File: src/hdl/two_set_store_algebra_defines.svh
// ----------------------------------------------------------------------------
// two_set_store_algebra_defines
// assertion macros used by the rtl top file
// ----------------------------------------------------------------------------
`ifndef TWO_SET_STORE_ALGEBRA_DEFINES_SVH
`define TWO_SET_STORE_ALGEBRA_DEFINES_SVH
`ifndef SYNTHESIS
`define TSSA_ASSERT(lbl, clk, rstn, prop, msg) \
  lbl: assert property (@(posedge clk) disable iff (!rstn) (prop)) else $error(msg);
`define TSSA_ASSERT_NR(lbl, clk, prop, msg) \
  lbl: assert property (@(posedge clk) (prop)) else $error(msg);
`else
`define TSSA_ASSERT(lbl, clk, rstn, prop, msg)
`define TSSA_ASSERT_NR(lbl, clk, prop, msg)
`endif
`endif

File: src/hdl/tssa_pkg.sv
// ----------------------------------------------------------------------------
// tssa_pkg
// shared constants and types of the two-set store
// ----------------------------------------------------------------------------
`default_nettype none
package tssa_pkg;
  localparam int CAPACITY_DEF   = 32;
  localparam int VALUE_BITS_DEF = 32;
  localparam int CMD_W          = 3;
  localparam int CNT_W          = 6;

  typedef enum logic [CMD_W-1:0] {
    CMD_ADD   = 3'd0,
    CMD_CHECK = 3'd1,
    CMD_CLEAR = 3'd2,
    CMD_UNION = 3'd3,
    CMD_INTER = 3'd4,
    CMD_AMINB = 3'd5,
    CMD_SYMD  = 3'd6,
    CMD_CMP   = 3'd7
  } cmd_t;

  // result flags, one transaction
  typedef struct packed {
    logic             last;
    logic             result_empty;
    logic             found;
    logic             added;
    logic             full_res;
    logic             is_subset;
    logic             is_equal;
    logic [CNT_W-1:0] count_a;
    logic [CNT_W-1:0] count_b;
  } flags_t;
endpackage
`default_nettype wire

File: src/hdl/tssa_mem.sv
// ----------------------------------------------------------------------------
// tssa_mem
// one set store: single write port, one registered read port
// ----------------------------------------------------------------------------
`default_nettype none
module tssa_mem #(
  parameter int DEPTH = tssa_pkg::CAPACITY_DEF,
  parameter int WIDTH = tssa_pkg::VALUE_BITS_DEF,
  parameter int AW    = (DEPTH > 1) ? $clog2(DEPTH) : 1
) (
  input  wire logic             clk,
  input  wire logic             we,
  input  wire logic [AW-1:0]    waddr,
  input  wire logic [WIDTH-1:0] wdata,
  input  wire logic [AW-1:0]    raddr,
  output logic      [WIDTH-1:0] rdata
);
  logic [WIDTH-1:0] mem [DEPTH];

  always_ff @(posedge clk) begin
    if (we) mem[waddr] <= wdata;
    rdata <= mem[raddr];
  end
endmodule
`default_nettype wire

File: src/hdl/two_set_store_algebra.sv
// ----------------------------------------------------------------------------
// two_set_store_algebra
// two bounded integer sets in memories, with add, check, clear, compare and
// streamed union, intersection, difference and symmetric difference
// ----------------------------------------------------------------------------
// channel | dir | tdata fields (low bit up)              | tuser / tlast
// in_     | in  | command[2:0] value[34:3] (+5 pad)       | tuser set_select
// out_    | out | element[31:0]                           | tuser flags, tlast last
//
// add/check: one store read per cycle, result registered once the scan of the
//   selected set ends on a hit or at its count
// compare, intersect, a minus b: a scan of b for each element of a; union and
//   symmetric difference add a pass of b against a
// reset clears the counts and control state, not the stores; stored entries are read below the count only
// the scan stalls when a new element meets one not yet taken by the receiver;
//   a new command waits until the output register is empty
// ----------------------------------------------------------------------------
`default_nettype none
`include "two_set_store_algebra_defines.svh"
module two_set_store_algebra #(
  parameter int CAPACITY   = tssa_pkg::CAPACITY_DEF,
  parameter int VALUE_BITS = tssa_pkg::VALUE_BITS_DEF
) (
  input  wire logic        clk,
  input  wire logic        rst_n,
  input  wire logic        in_tvalid,
  output logic             in_tready,
  input  wire logic [39:0] in_tdata,   // command[2:0], value[34:3], zeros
  input  wire logic        in_tuser,   // set_select
  output logic             out_tvalid,
  input  wire logic        out_tready,
  output logic [31:0]      out_tdata,  // element
  output logic             out_tlast,  // last
  output logic [23:0]      out_tuser   // result_empty, found, added, full_res,
                                       // is_subset, is_equal, count_a[5:0],
                                       // count_b[5:0], zeros
);
  localparam int AW    = (CAPACITY > 1) ? $clog2(CAPACITY) : 1;
  localparam int CNT_W = tssa_pkg::CNT_W;

  typedef enum logic [2:0] {
    S_IDLE, S_OUTER, S_OWAIT, S_INNER, S_DONE, S_EMIT
  } state_t;

  // datapath registers
  state_t           state_r;
  tssa_pkg::cmd_t   cmd_r;
  logic             selb_r;
  logic [VALUE_BITS-1:0] val_r;     // value under test
  logic [CNT_W-1:0] cnt_a_r, cnt_b_r;
  logic [CNT_W-1:0] oi_r, ii_r;      // outer and inner indices
  logic             phase_r;         // 0: outer is A, 1: outer is B
  logic             hit_r, sub_r, any_r;
  logic             rd_pend_r;       // inner read in flight
  logic             ovalid_r;
  logic [31:0]      oelem_r;
  tssa_pkg::flags_t oflags_r;

  // memories
  logic            we_a, we_b;
  logic [AW-1:0]   ra_a, ra_b;
  logic [VALUE_BITS-1:0] rd_a, rd_b, wval;

  tssa_mem #(.DEPTH(CAPACITY), .WIDTH(VALUE_BITS)) u_mem_a (
    .clk(clk), .we(we_a), .waddr(cnt_a_r[AW-1:0]), .wdata(wval),
    .raddr(ra_a), .rdata(rd_a));
  tssa_mem #(.DEPTH(CAPACITY), .WIDTH(VALUE_BITS)) u_mem_b (
    .clk(clk), .we(we_b), .waddr(cnt_b_r[AW-1:0]), .wdata(wval),
    .raddr(ra_b), .rdata(rd_b));

  assign wval = val_r;

  // selections
  logic             is_simple;       // add or check: scan one set for val_r
  logic [CNT_W-1:0] in_cnt, out_cnt; // inner and outer set sizes
  logic [VALUE_BITS-1:0] in_data;
  logic             want;            // emit when membership equals this
  logic             skip_inner;      // union phase 0: A against empty
  logic             hit_now;

  always_comb begin
    is_simple = (cmd_r == tssa_pkg::CMD_ADD) || (cmd_r == tssa_pkg::CMD_CHECK);
    if (is_simple) begin
      in_cnt  = selb_r ? cnt_b_r : cnt_a_r;
      in_data = selb_r ? rd_b : rd_a;
    end else begin
      in_cnt  = phase_r ? cnt_a_r : cnt_b_r;
      in_data = phase_r ? rd_a : rd_b;
    end
    out_cnt    = phase_r ? cnt_b_r : cnt_a_r;
    want       = (cmd_r == tssa_pkg::CMD_INTER);
    skip_inner = (cmd_r == tssa_pkg::CMD_UNION) && !phase_r;
    hit_now    = rd_pend_r && (in_data == val_r);
  end

  // read addresses: inner scan index, or outer index in S_OUTER
  always_comb begin
    ra_a = ii_r[AW-1:0];
    ra_b = ii_r[AW-1:0];
    if (state_r == S_OUTER) begin
      ra_a = oi_r[AW-1:0];
      ra_b = oi_r[AW-1:0];
    end
  end

  logic can_out;
  assign can_out   = !ovalid_r || (out_tvalid && out_tready);
  assign in_tready = (state_r == S_IDLE) && !ovalid_r;

  // value narrowed to VALUE_BITS, sign-extended where wider
  logic [VALUE_BITS-1:0] in_val_n;
  assign in_val_n = VALUE_BITS'(signed'(in_tdata[34:3]));

  logic add_do;
  assign add_do = (cmd_r == tssa_pkg::CMD_ADD) && !hit_r
                  && (in_cnt < CNT_W'(CAPACITY));
  assign we_a = (state_r == S_DONE) && is_simple && add_do && !selb_r && can_out;
  assign we_b = (state_r == S_DONE) && is_simple && add_do && selb_r && can_out;

  always_ff @(posedge clk) begin
    if (!rst_n) begin
      state_r   <= S_IDLE;
      cnt_a_r   <= '0;
      cnt_b_r   <= '0;
      ovalid_r  <= 1'b0;
      rd_pend_r <= 1'b0;
    end else begin
      if (out_tvalid && out_tready) ovalid_r <= 1'b0;
      case (state_r)
        S_IDLE: begin
          if (in_tvalid && in_tready) begin
            cmd_r   <= tssa_pkg::cmd_t'(in_tdata[2:0]);
            selb_r  <= in_tuser;
            val_r   <= in_val_n;
            phase_r <= 1'b0;
            oi_r    <= '0;
            ii_r    <= '0;
            hit_r   <= 1'b0;
            sub_r   <= 1'b1;
            any_r   <= 1'b0;
            rd_pend_r <= 1'b0;
            case (tssa_pkg::cmd_t'(in_tdata[2:0]))
              tssa_pkg::CMD_ADD, tssa_pkg::CMD_CHECK: state_r <= S_INNER;
              tssa_pkg::CMD_CLEAR: state_r <= S_DONE;
              default: state_r <= S_OUTER;
            endcase
          end
        end
        S_OUTER: begin
          // fetch outer element oi_r
          if (oi_r >= out_cnt) begin
            if (cmd_r == tssa_pkg::CMD_CMP || cmd_r == tssa_pkg::CMD_INTER
                || cmd_r == tssa_pkg::CMD_AMINB || phase_r) begin
              state_r <= S_DONE;
            end else begin
              phase_r <= 1'b1;
              oi_r    <= '0;
            end
          end else begin
            state_r <= S_OWAIT;
          end
        end
        S_OWAIT: begin
          val_r     <= phase_r ? rd_b : rd_a;
          ii_r      <= '0;
          hit_r     <= 1'b0;
          rd_pend_r <= 1'b0;
          state_r   <= S_INNER;
        end
        S_INNER: begin
          // one read per cycle; compare the previous read
          rd_pend_r <= 1'b0;
          if (hit_now) hit_r <= 1'b1;
          if (hit_now || (!rd_pend_r && (skip_inner || ii_r >= in_cnt))
              || (rd_pend_r && ii_r >= in_cnt)) begin
            if (is_simple) state_r <= S_DONE;
            else state_r <= S_EMIT;
          end else if (!rd_pend_r || ii_r < in_cnt) begin
            if (ii_r < in_cnt) begin
              rd_pend_r <= 1'b1;
              ii_r      <= ii_r + 1'b1;
            end
          end
        end
        S_EMIT: begin
          // decide on outer element val_r
          if (cmd_r == tssa_pkg::CMD_CMP) begin
            if (!hit_r) sub_r <= 1'b0;
            oi_r    <= oi_r + 1'b1;
            state_r <= S_OUTER;
          end else if (hit_r == want) begin
            if (can_out) begin
              ovalid_r <= 1'b1;
              oelem_r  <= 32'(signed'(val_r));
              oflags_r <= '{last: 1'b0, result_empty: 1'b0, found: 1'b0,
                            added: 1'b0, full_res: 1'b0, is_subset: 1'b0,
                            is_equal: 1'b0, count_a: cnt_a_r, count_b: cnt_b_r};
              any_r    <= 1'b1;
              oi_r     <= oi_r + 1'b1;
              state_r  <= S_OUTER;
            end
          end else begin
            oi_r    <= oi_r + 1'b1;
            state_r <= S_OUTER;
          end
        end
        S_DONE: begin
          if (is_simple || cmd_r == tssa_pkg::CMD_CLEAR
              || cmd_r == tssa_pkg::CMD_CMP) begin
            if (can_out) begin
              logic [CNT_W-1:0] na, nb;
              na = cnt_a_r;
              nb = cnt_b_r;
              if (cmd_r == tssa_pkg::CMD_CLEAR) begin
                if (selb_r) nb = '0; else na = '0;
              end
              if (add_do && is_simple) begin
                if (selb_r) nb = cnt_b_r + 1'b1; else na = cnt_a_r + 1'b1;
              end
              cnt_a_r  <= na;
              cnt_b_r  <= nb;
              ovalid_r <= 1'b1;
              oelem_r  <= '0;
              oflags_r <= '{last: 1'b1, result_empty: 1'b0,
                            found: is_simple && hit_r,
                            added: is_simple && add_do,
                            full_res: (cmd_r == tssa_pkg::CMD_ADD) && !hit_r
                                      && !add_do,
                            is_subset: (cmd_r == tssa_pkg::CMD_CMP) && sub_r,
                            is_equal: (cmd_r == tssa_pkg::CMD_CMP) && sub_r
                                      && (cnt_a_r == cnt_b_r),
                            count_a: na, count_b: nb};
              state_r  <= S_IDLE;
            end
          end else if (!any_r) begin
            if (can_out) begin
              ovalid_r <= 1'b1;
              oelem_r  <= '0;
              oflags_r <= '{last: 1'b1, result_empty: 1'b1, found: 1'b0,
                            added: 1'b0, full_res: 1'b0, is_subset: 1'b0,
                            is_equal: 1'b0, count_a: cnt_a_r, count_b: cnt_b_r};
              state_r  <= S_IDLE;
            end
          end else begin
            // the held final element becomes last and may leave
            oflags_r.last <= 1'b1;
            state_r       <= S_IDLE;
          end
        end
        default: state_r <= S_IDLE;
      endcase
    end
  end

  // a streamed element leaves only once the next element or the end is known
  // so hold it until decided: last flag is set in S_DONE while held
  assign out_tvalid = ovalid_r && !(oflags_r.last == 1'b0 && state_r != S_IDLE
                      && !(state_r == S_EMIT && hit_r == want
                           && cmd_r != tssa_pkg::CMD_CMP))
                      && !(oflags_r.last == 1'b0 && state_r == S_IDLE);
  assign out_tdata  = oelem_r;
  assign out_tlast  = oflags_r.last;
  assign out_tuser  = {6'b000000, oflags_r.count_b, oflags_r.count_a,
                       oflags_r.is_equal, oflags_r.is_subset, oflags_r.full_res,
                       oflags_r.added, oflags_r.found, oflags_r.result_empty};

  `TSSA_ASSERT(a_cnt_a_cap, clk, rst_n, cnt_a_r <= CNT_W'(CAPACITY), "count a over capacity")
  `TSSA_ASSERT(a_cnt_b_cap, clk, rst_n, cnt_b_r <= CNT_W'(CAPACITY), "count b over capacity")
  `TSSA_ASSERT(a_one_write, clk, rst_n, !(we_a && we_b), "both stores written")
  `TSSA_ASSERT(a_idle_take, clk, rst_n, in_tready |-> state_r == S_IDLE, "take while busy")
endmodule
`default_nettype wire

File: config.mk
export PLATFORM = sky130hd
export DESIGN_NAME = two_set_store_algebra
export DESIGN_NICKNAME = d
export VERILOG_FILES = /design/src/hdl/tssa_pkg.sv /design/src/hdl/tssa_mem.sv /design/src/hdl/two_set_store_algebra.sv
export VERILOG_INCLUDE_DIRS = /design/src /design/src/hdl
export SDC_FILE = /design/constraint.sdc
export NUM_CORES = 2
export LEC_CHECK = 0
export BUFFER_PORTS_ARGS = -buffer_cell sky130_fd_sc_hd__clkbuf_2
export CORE_UTILIZATION = 35
export CTS_CLUSTER_SIZE = 20
export DETAILED_ROUTE_END_ITERATION = 7
export PLACE_DENSITY = 0.6
export SLEW_MARGIN = 40
export SYNTH_ARGS = -nofsm -noshare
export SYNTH_HDL_FRONTEND = slang
export SYNTH_SLANG_ARGS = --single-unit
File: constraint.sdc
create_clock -name clk -period 7.6 [get_ports clk]
set_clock_uncertainty 0.05 [all_clocks]
set_input_delay 0 -clock clk [delete_from_list [all_inputs] [get_ports clk]]
set_output_delay 0 -clock clk [all_outputs]
set_load 0.01 [all_outputs]
Word level (Yosys, flattened, before mapping)
Memories as Yosys holds them, arrays and structs flattened. A register that Yosys moved wholly into a read port is not among the register bits. Index checks and enable logic that the tools add are counted.

Add/sub/neg operators: 4. Multiply operators: 0. Divide/modulo/power cells: 0. Order comparisons: 4. Equal/unequal tests: 36. Shifts and indexed selects: 0. Muxes and demuxes: 88. Bitwise gates (word level): 1. Reductions and logical operators: 72.

Operator list (count): $mux W32 (11); $pmux W32 S2 (2); $mux W6 (21); $mux W19 (6); $pmux W19 S2 (1); $pmux W6 S3 (2); $eq A32 B32 Y1 (1); $mux W3 (10); $logic_and A1 B1 Y1 (27); $ne A2 B2 Y1 const B (13); $mux W1 (25); $add A6 B1 Y6 const B (4); $reduce_and A6 Y1 (4); $mux W18 (1); $pmux W3 S6 (1); $eq A3 B2 Y1 const B (5); $eq A3 B3 Y1 const B (5); $reduce_and A7 Y1 (2); $ge A6 B6 Y1 (2); $logic_or A1 B1 Y1 (11); $reduce_and A5 Y1 (2); $eq A3 B1 Y1 const B (3); $logic_not A1 Y1 (9); $logic_not A3 Y1 (3); other kinds (19) (34).

Register bits after elaboration: 120. Bits in latches: 0. RAM bits: 2048. Memory bits (read-only): 0. Input bits: 45. Output and inout bits: 59. Memories: 2.

Memories: u_mem_a.mem (depth 32, bits a word 32, read ports 1, clocked after memory_dff 1, write ports 1, RTL line tssa_mem.sv:18) `logic [WIDTH-1:0] mem [DEPTH];`; u_mem_b.mem (depth 32, bits a word 32, read ports 1, clocked after memory_dff 1, write ports 1, RTL line tssa_mem.sv:18).

Longest topological paths before layout
Depth after elaboration: 15. Gate-level depth with buffers: 14. Depth with buffers taken out: 12.

By module
Synthesis repeated with hierarchy kept, for this count alone.

Cell total of the unflattened synthesis: 5178. Area total of the unflattened synthesis: 87970.6 um^2.

Modules (own cells, without submodules): tssa_mem (instances 2, cells each 2260, area each 40492.6 um^2, sequential area each 31390.1 um^2); two_set_store_algebra (instances 1, cells each 658, area each 6985.4 um^2, sequential area each 3433.3 um^2).

Worst setup path before layout
OpenSTA, ideal clock, no wires.

Path type: flip-flop to flip-flop. Start: register state_r[0]. End: register oelem_r[0], in the netlist out_tdata[0] (enable). Setup time: 0.533 ns. Arrival: 5.361 ns. Slack: 1.656 ns. Cell stages (with the launch flop): 11. Path buffers: 3. Period minus slack after synthesis: 5.944 ns. Path through: dfxtp_1 buf_4 nor2b_1 nand2_1 inv_1 o21a_1 or2_2 a21oi_1 clkbuf_1 buf_2 a211oi_1.

Longest elaborated chain between the ends: 12. Elaborated cells on any way between the ends: 22. Those cells by class: eq/ne (6); reduce/logical (16).

RTL lines: start: declaration (RTL line two_set_store_algebra.sv:46) `state_t state_r;`; start signal: assignment (RTL line two_set_store_algebra.sv:122) `state_r <= S_IDLE;`; start signal: assignment (RTL line two_set_store_algebra.sv:143) `tssa_pkg::CMD_ADD, tssa_pkg::CMD_CHECK: state_r <= S_INNER;`; start signal: assignment (RTL line two_set_store_algebra.sv:144) `tssa_pkg::CMD_CLEAR: state_r <= S_DONE;`; $eq A3 B3 Y1 (RTL line two_set_store_algebra.sv:129, two_set_store_algebra.sv:258); $logic_and A1 B1 Y1 (RTL line two_set_store_algebra.sv:258) `&& !(state_r == S_EMIT && hit_r == want`; $logic_and A1 B1 Y1 (RTL line two_set_store_algebra.sv:259) `&& cmd_r != tssa_pkg::CMD_CMP))`; $logic_not A1 Y1 (RTL line two_set_store_algebra.sv:258); $logic_and A1 B1 Y1 (RTL line two_set_store_algebra.sv:258); $logic_not A1 Y1 (RTL line two_set_store_algebra.sv:257) `assign out_tvalid = ovalid_r && !(oflags_r.last == 1'b0 && state_r != S_IDLE`; $logic_and A1 B1 Y1 (RTL line two_set_store_algebra.sv:257); $logic_and A1 B1 Y1 (RTL line two_set_store_algebra.sv:260) `&& !(oflags_r.last == 1'b0 && state_r == S_IDLE);`; $logic_and A1 B1 Y1 (RTL line two_set_store_algebra.sv:107) `assign can_out = !ovalid_r || (out_tvalid && out_tready);`; $logic_or A1 B1 Y1 (RTL line two_set_store_algebra.sv:107); $ne A2 B2 Y1 (no source line); $reduce_and A6 Y1 (no source line) *; end signal: assignment (RTL line two_set_store_algebra.sv:194) `oelem_r <= 32'(signed'(val_r));`; end: declaration (RTL line two_set_store_algebra.sv:56) `logic [31:0] oelem_r;`.

Every way passes the cells marked *; elsewhere a longest branch is shown, timed or not. A chain may end at the register's enable or synchronous reset.

Worst setup path after layout
Start: register state_r[2]. End: register u_mem_a.rdata[15] (read register of u_mem_a.mem).

Longest elaborated chain between the ends: 2.

RTL lines: $eq A3 B1 Y1 (RTL line two_set_store_algebra.sv:100) `if (state_r == S_OUTER) begin`; $mux W5 (RTL line two_set_store_algebra.sv:100); end: declaration (RTL line tssa_mem.sv:16) `output logic [WIDTH-1:0] rdata`.

Every way passes these cells.

==> flow_metrics.py <==
metrics = {
    "run_status": {
        "run_status": "finished clean",
    },
    "floorplan": {
        "ios": 104,
        "die_footprint_sq_um": 265700,
        "fp.dieW_microns": 515.5,
        "core_area_sq_um": 262300,
        "start_util_pct": 35.18,
        "row_cnt": 188,
        "die_h_microns": 515.5,
    },
    "setup_path": {
        "worst-endpoint-required_ns": 8.31,
        "rr_worst_depth": 9,
        "critPathLaunchType": "register",
        "worst_ep_arrival_time_ns": 5.48,
        "crit_path_max_fanout": 61,
        "capturing_element_type_of_the_critical_path": "register",
        "worst-setup-path-type": "register to register",
    },
    "synthesis": {
        "synth.top_cell.area_share_pct": 70.00,
        "fraction_of_synthesized_area_in_multiplexers_pct": 8.754,
        "post-synth-top-area-cell": "sky130_fd_sc_hd__edfxtp_1",
        "synth_cell_type_count": 74,
        "synth_enable_flop_cells": 2151,
        "synth-simple-area-share_pct": 10.36,
        "seq_area_frac_synth_pct": 71.76,
        "synthAdderAreaFrac_pct": 0.2983,
        "post-synth-top-count-cell": "sky130_fd_sc_hd__edfxtp_1",
        "synth.ff_latch_count": 2232,
        "synthesized_area_fraction_occupied_by_ao_oa_aoi_and_oai_cells_pct": 5.914,
        "yosys.area_share.xor_xnor_pct": 0.7594,
        "yosys_most_used_dff": "sky130_fd_sc_hd__edfxtp_1",
        "synthArstFlopShare_pct": 0,
        "area_of_the_mapped_netlist_sq_um": 92270,
        "synth_common_cells": "sky130_fd_sc_hd__edfxtp_1, sky130_fd_sc_hd__nand2_1, sky130_fd_sc_hd__mux2i_1, sky130_fd_sc_hd__nand3_1, sky130_fd_sc_hd__nor2_1",
        "ys.warnings.count": 0,
        "main_combinational_cell_family_by_area_after_synthesis": "simple AND/OR/NAND/NOR gates",
        "post_synth_main_area_contributors": "sky130_fd_sc_hd__edfxtp_1, sky130_fd_sc_hd__nand2_1, sky130_fd_sc_hd__mux2i_1",
        "postSynthAreaPerCell_sq_um": 14.41,
        "postSynthCellCount": 6403,
    },
    "global_routing": {
        "grt_overflow_total": 0,
        "pin_count_of_the_biggest_net_entering_global_routing": 144,
        "grt_pass1_wl_microns": 396700,
        "first_global_vias": 55400,
        "antenna_violations_before_repair": 11,
        "grt_usage_pct": 20.59,
    },
    "flow_run": {
        "drv_cap": 0,
    },
    "drt": {
        "detailedRoute.firstIterationViolations": 7286,
        "vias_per_cell": 5.589,
        "routed_wirelength_microns": 278400,
        "avgRoutedWirePerCell_microns": 27.03,
        "length_of_the_first_detailed_routing_pass_in_iterations": 6,
        "drtAntennaViolNets": 0,
        "drc": 0,
        "routed-via-count": 57570,
    },
    "placed_design": {
        "dp_slack_ns": 2.963,
        "numPortBuffers": 92,
        "routabilityCongestion": 0.8772,
        "detailed_place_hpwl_microns": 163100,
    },
    "clocking": {
        "clkLatencyLatePin_ns": 0.88,
        "cts_max_level": 4,
        "buffer_type_at_the_clock_tree_root": "sky130_fd_sc_hd__clkbuf_16",
        "clock_tree.buffer_depth": 3,
        "cts_hold_buf": 68,
        "cts_tree": "built",
        "clk_transition_reported_paths_ns": 0.06,
        "tritoncts.num_buffers": 214,
        "cts_repair_resize_count": 0,
        "cts.sinks": 2232,
        "cts_post_setup_buffers_inserted": 0,
    },
    "layout": {
        "flow.area_growth_from_synthesis_pct": 15.26,
        "drive_gt1_share_pct": 13.43,
        "nets": 6668,
        "num-fill-cells": 23610,
        "postLayoutCoreUtil_pct": 40.55,
    },
    "timing": {
        "grt_setup_unrepaired": "no",
        "report.final.setup_viol": 0,
        "count_of_endpoints_failing_hold_in_the_final_timing_report": 0,
        "setup_total_negative_slack_ns": 0,
        "slew_headroom_pct": 36.50,
        "worst_slew_pin_slew_ns": 0.9285,
        "layout_setup_ws_ns": 2.831,
        "fmax_mhz": 209.7,
        "min_period_ns": 4.769,
        "final.hold.worst_slack_ns": 0.07558,
        "final_slew_viol_count": 0,
        "final.period_utilization_pct": 62.75,
    },
    "power": {
        "total_leakage_power_nw": 35.61,
        "power.density_cell_area_nw_per_um2": 387.6,
        "vdd_drop_max_mv": 0.4621,
    },
    "min_path": {
        "number_of_cells_on_the_worst_hold_path": 4,
        "holdCritPathClass": "input pin to register",
    },
}
-- routing by layer --
metal	vias to the layer above	routed length, microns	track usage, %	share of wire [%]
li1	24830	-	-	-
met1	29550	112500	27.62	40
met2	2707	129100	32.59	46
met3	482	24720	3.920	8.9
met4	2	12070	8.754	4.3
met5	-	9	0	0.0032
-- power breakdown --
part	total (mW)	internal, mW	switching [mW]
clock	10.8	6.09	4.69
combinational	15.0	4.57	10.5
sequential	15.4	14.8	0.658
-- sequential cells by signal, indices dropped and copies added, names as in the netlist --
signal / cells
any_r: 1
cmd_r: 3
cnt_a_r: 6
cnt_b_r: 6
hit_r: 1
ii_r: 6
oi_r: 6
out_tdata: 32
out_tlast: 1
out_tuser: 18
ovalid_r: 1
phase_r: 1
rd_pend_r: 1
selb_r: 1
state_r: 3
sub_r: 1
u_mem_a.mem: 1024
u_mem_a.rdata: 32
u_mem_b.mem: 1024
u_mem_b.rdata: 32
val_r: 32
-- layout make-up --
type,instances,area (sq um),area share [%]
flip-flops and latches,2232,66210,62.26
clock inverters,112,1269,1.193
repair buffers,393,3682,3.462
multi-input cells,3741,24870,23.39
clock buffers,287,5839,5.491
well taps,3515,4398,4.135
diodes,2,5.005,0.004706
inverters,19,71.32,0.06706
-- cells by family (layout without fill, tap and decap cells) --
family | after synthesis | count (layout)
fa+ha+maj | 22 | 22
flops | 2232 | 2232
simple gates | 2235 | 2235
xor+xnor | 80 | 80
other cells | 1 | 8
compound gates | 779 | 779
buf+inv | 435 | 811
mux | 619 | 619
-- final timing paths --
| check | startpoint | end | slack [ns] |
|---|---|---|---|
| worst max-delay path | state_r[2] | u_mem_a.rdata[15] | 2.83 |
| worst min-delay path | in_tdata[26] | val_r[23] | 0.08 |
| worst min register to register | u_mem_a.mem[29][24] | u_mem_a.rdata[24] | 0.54 |
| worst max register to register | state_r[2] | u_mem_a.rdata[15] | 2.83 |
-- cell usage in the layout (no fill, tap or decap), types with 16 or more instances in the layout --
cell type	Yosys	final
sky130_fd_sc_hd__or4_1	36	36
sky130_fd_sc_hd__clkbuf_2	0	92
sky130_fd_sc_hd__buf_4	20	164
sky130_fd_sc_hd__dlygate4sd3_1	0	68
sky130_fd_sc_hd__a221oi_1	98	98
sky130_fd_sc_hd__clkbuf_8	0	21
sky130_fd_sc_hd__buf_16	0	20
sky130_fd_sc_hd__nand3_1	448	443
sky130_fd_sc_hd__inv_1	18	16
sky130_fd_sc_hd__and3_1	23	23
sky130_fd_sc_hd__xnor2_1	42	42
sky130_fd_sc_hd__dfxtp_1	81	81
sky130_fd_sc_hd__clkbuf_1	200	52
sky130_fd_sc_hd__clkinv_1	0	38
sky130_fd_sc_hd__a21oi_1	192	189
sky130_fd_sc_hd__xor2_1	38	38
sky130_fd_sc_hd__mux4_2	149	149
sky130_fd_sc_hd__bufinv_16	0	20
sky130_fd_sc_hd__o21ai_0	44	43
sky130_fd_sc_hd__buf_12	0	16
sky130_fd_sc_hd__nor2_4	0	69
sky130_fd_sc_hd__clkbuf_16	0	214
sky130_fd_sc_hd__o221ai_1	53	53
sky130_fd_sc_hd__a211oi_1	66	65
sky130_fd_sc_hd__ha_1	22	22
sky130_fd_sc_hd__mux2i_1	465	464
sky130_fd_sc_hd__o22ai_1	108	108
sky130_fd_sc_hd__edfxtp_1	2151	2151
sky130_fd_sc_hd__nand4_1	34	34
sky130_fd_sc_hd__a31o_1	35	35
sky130_fd_sc_hd__a32oi_1	53	53
sky130_fd_sc_hd__nand2_1	1343	1339
sky130_fd_sc_hd__nor2_1	235	165
sky130_fd_sc_hd__and2_1	40	39
sky130_fd_sc_hd__a31oi_1	38	36
sky130_fd_sc_hd__clkinv_2	0	30
sky130_fd_sc_hd__buf_8	0	18
-- metrics by stage --
step           area [sq um]  power (mW)  std cells
3_5_place_dp          98410       30.39       9827
5_1_grt              106300       42.62      10300
3_3_place_gp          97490       30.13       9787
6_report             106400       41.22      10300
2_1_floorplan         92290       24.55       6408
4_1_cts              106200       41.10      10290
-- critical path: stages (launching register included) --
cell                       delay, ns
sky130_fd_sc_hd__dfxtp_1        0.87
sky130_fd_sc_hd__or3b_4         0.40
sky130_fd_sc_hd__inv_2          0.21
sky130_fd_sc_hd__o21ai_4        0.58
sky130_fd_sc_hd__buf_12         0.42
sky130_fd_sc_hd__buf_4          0.60
sky130_fd_sc_hd__mux4_2         0.59
sky130_fd_sc_hd__a211oi_1       0.42
sky130_fd_sc_hd__a21oi_1        0.22
sky130_fd_sc_hd__o21a_1         0.21
Power figures use the tool's default switching activity.
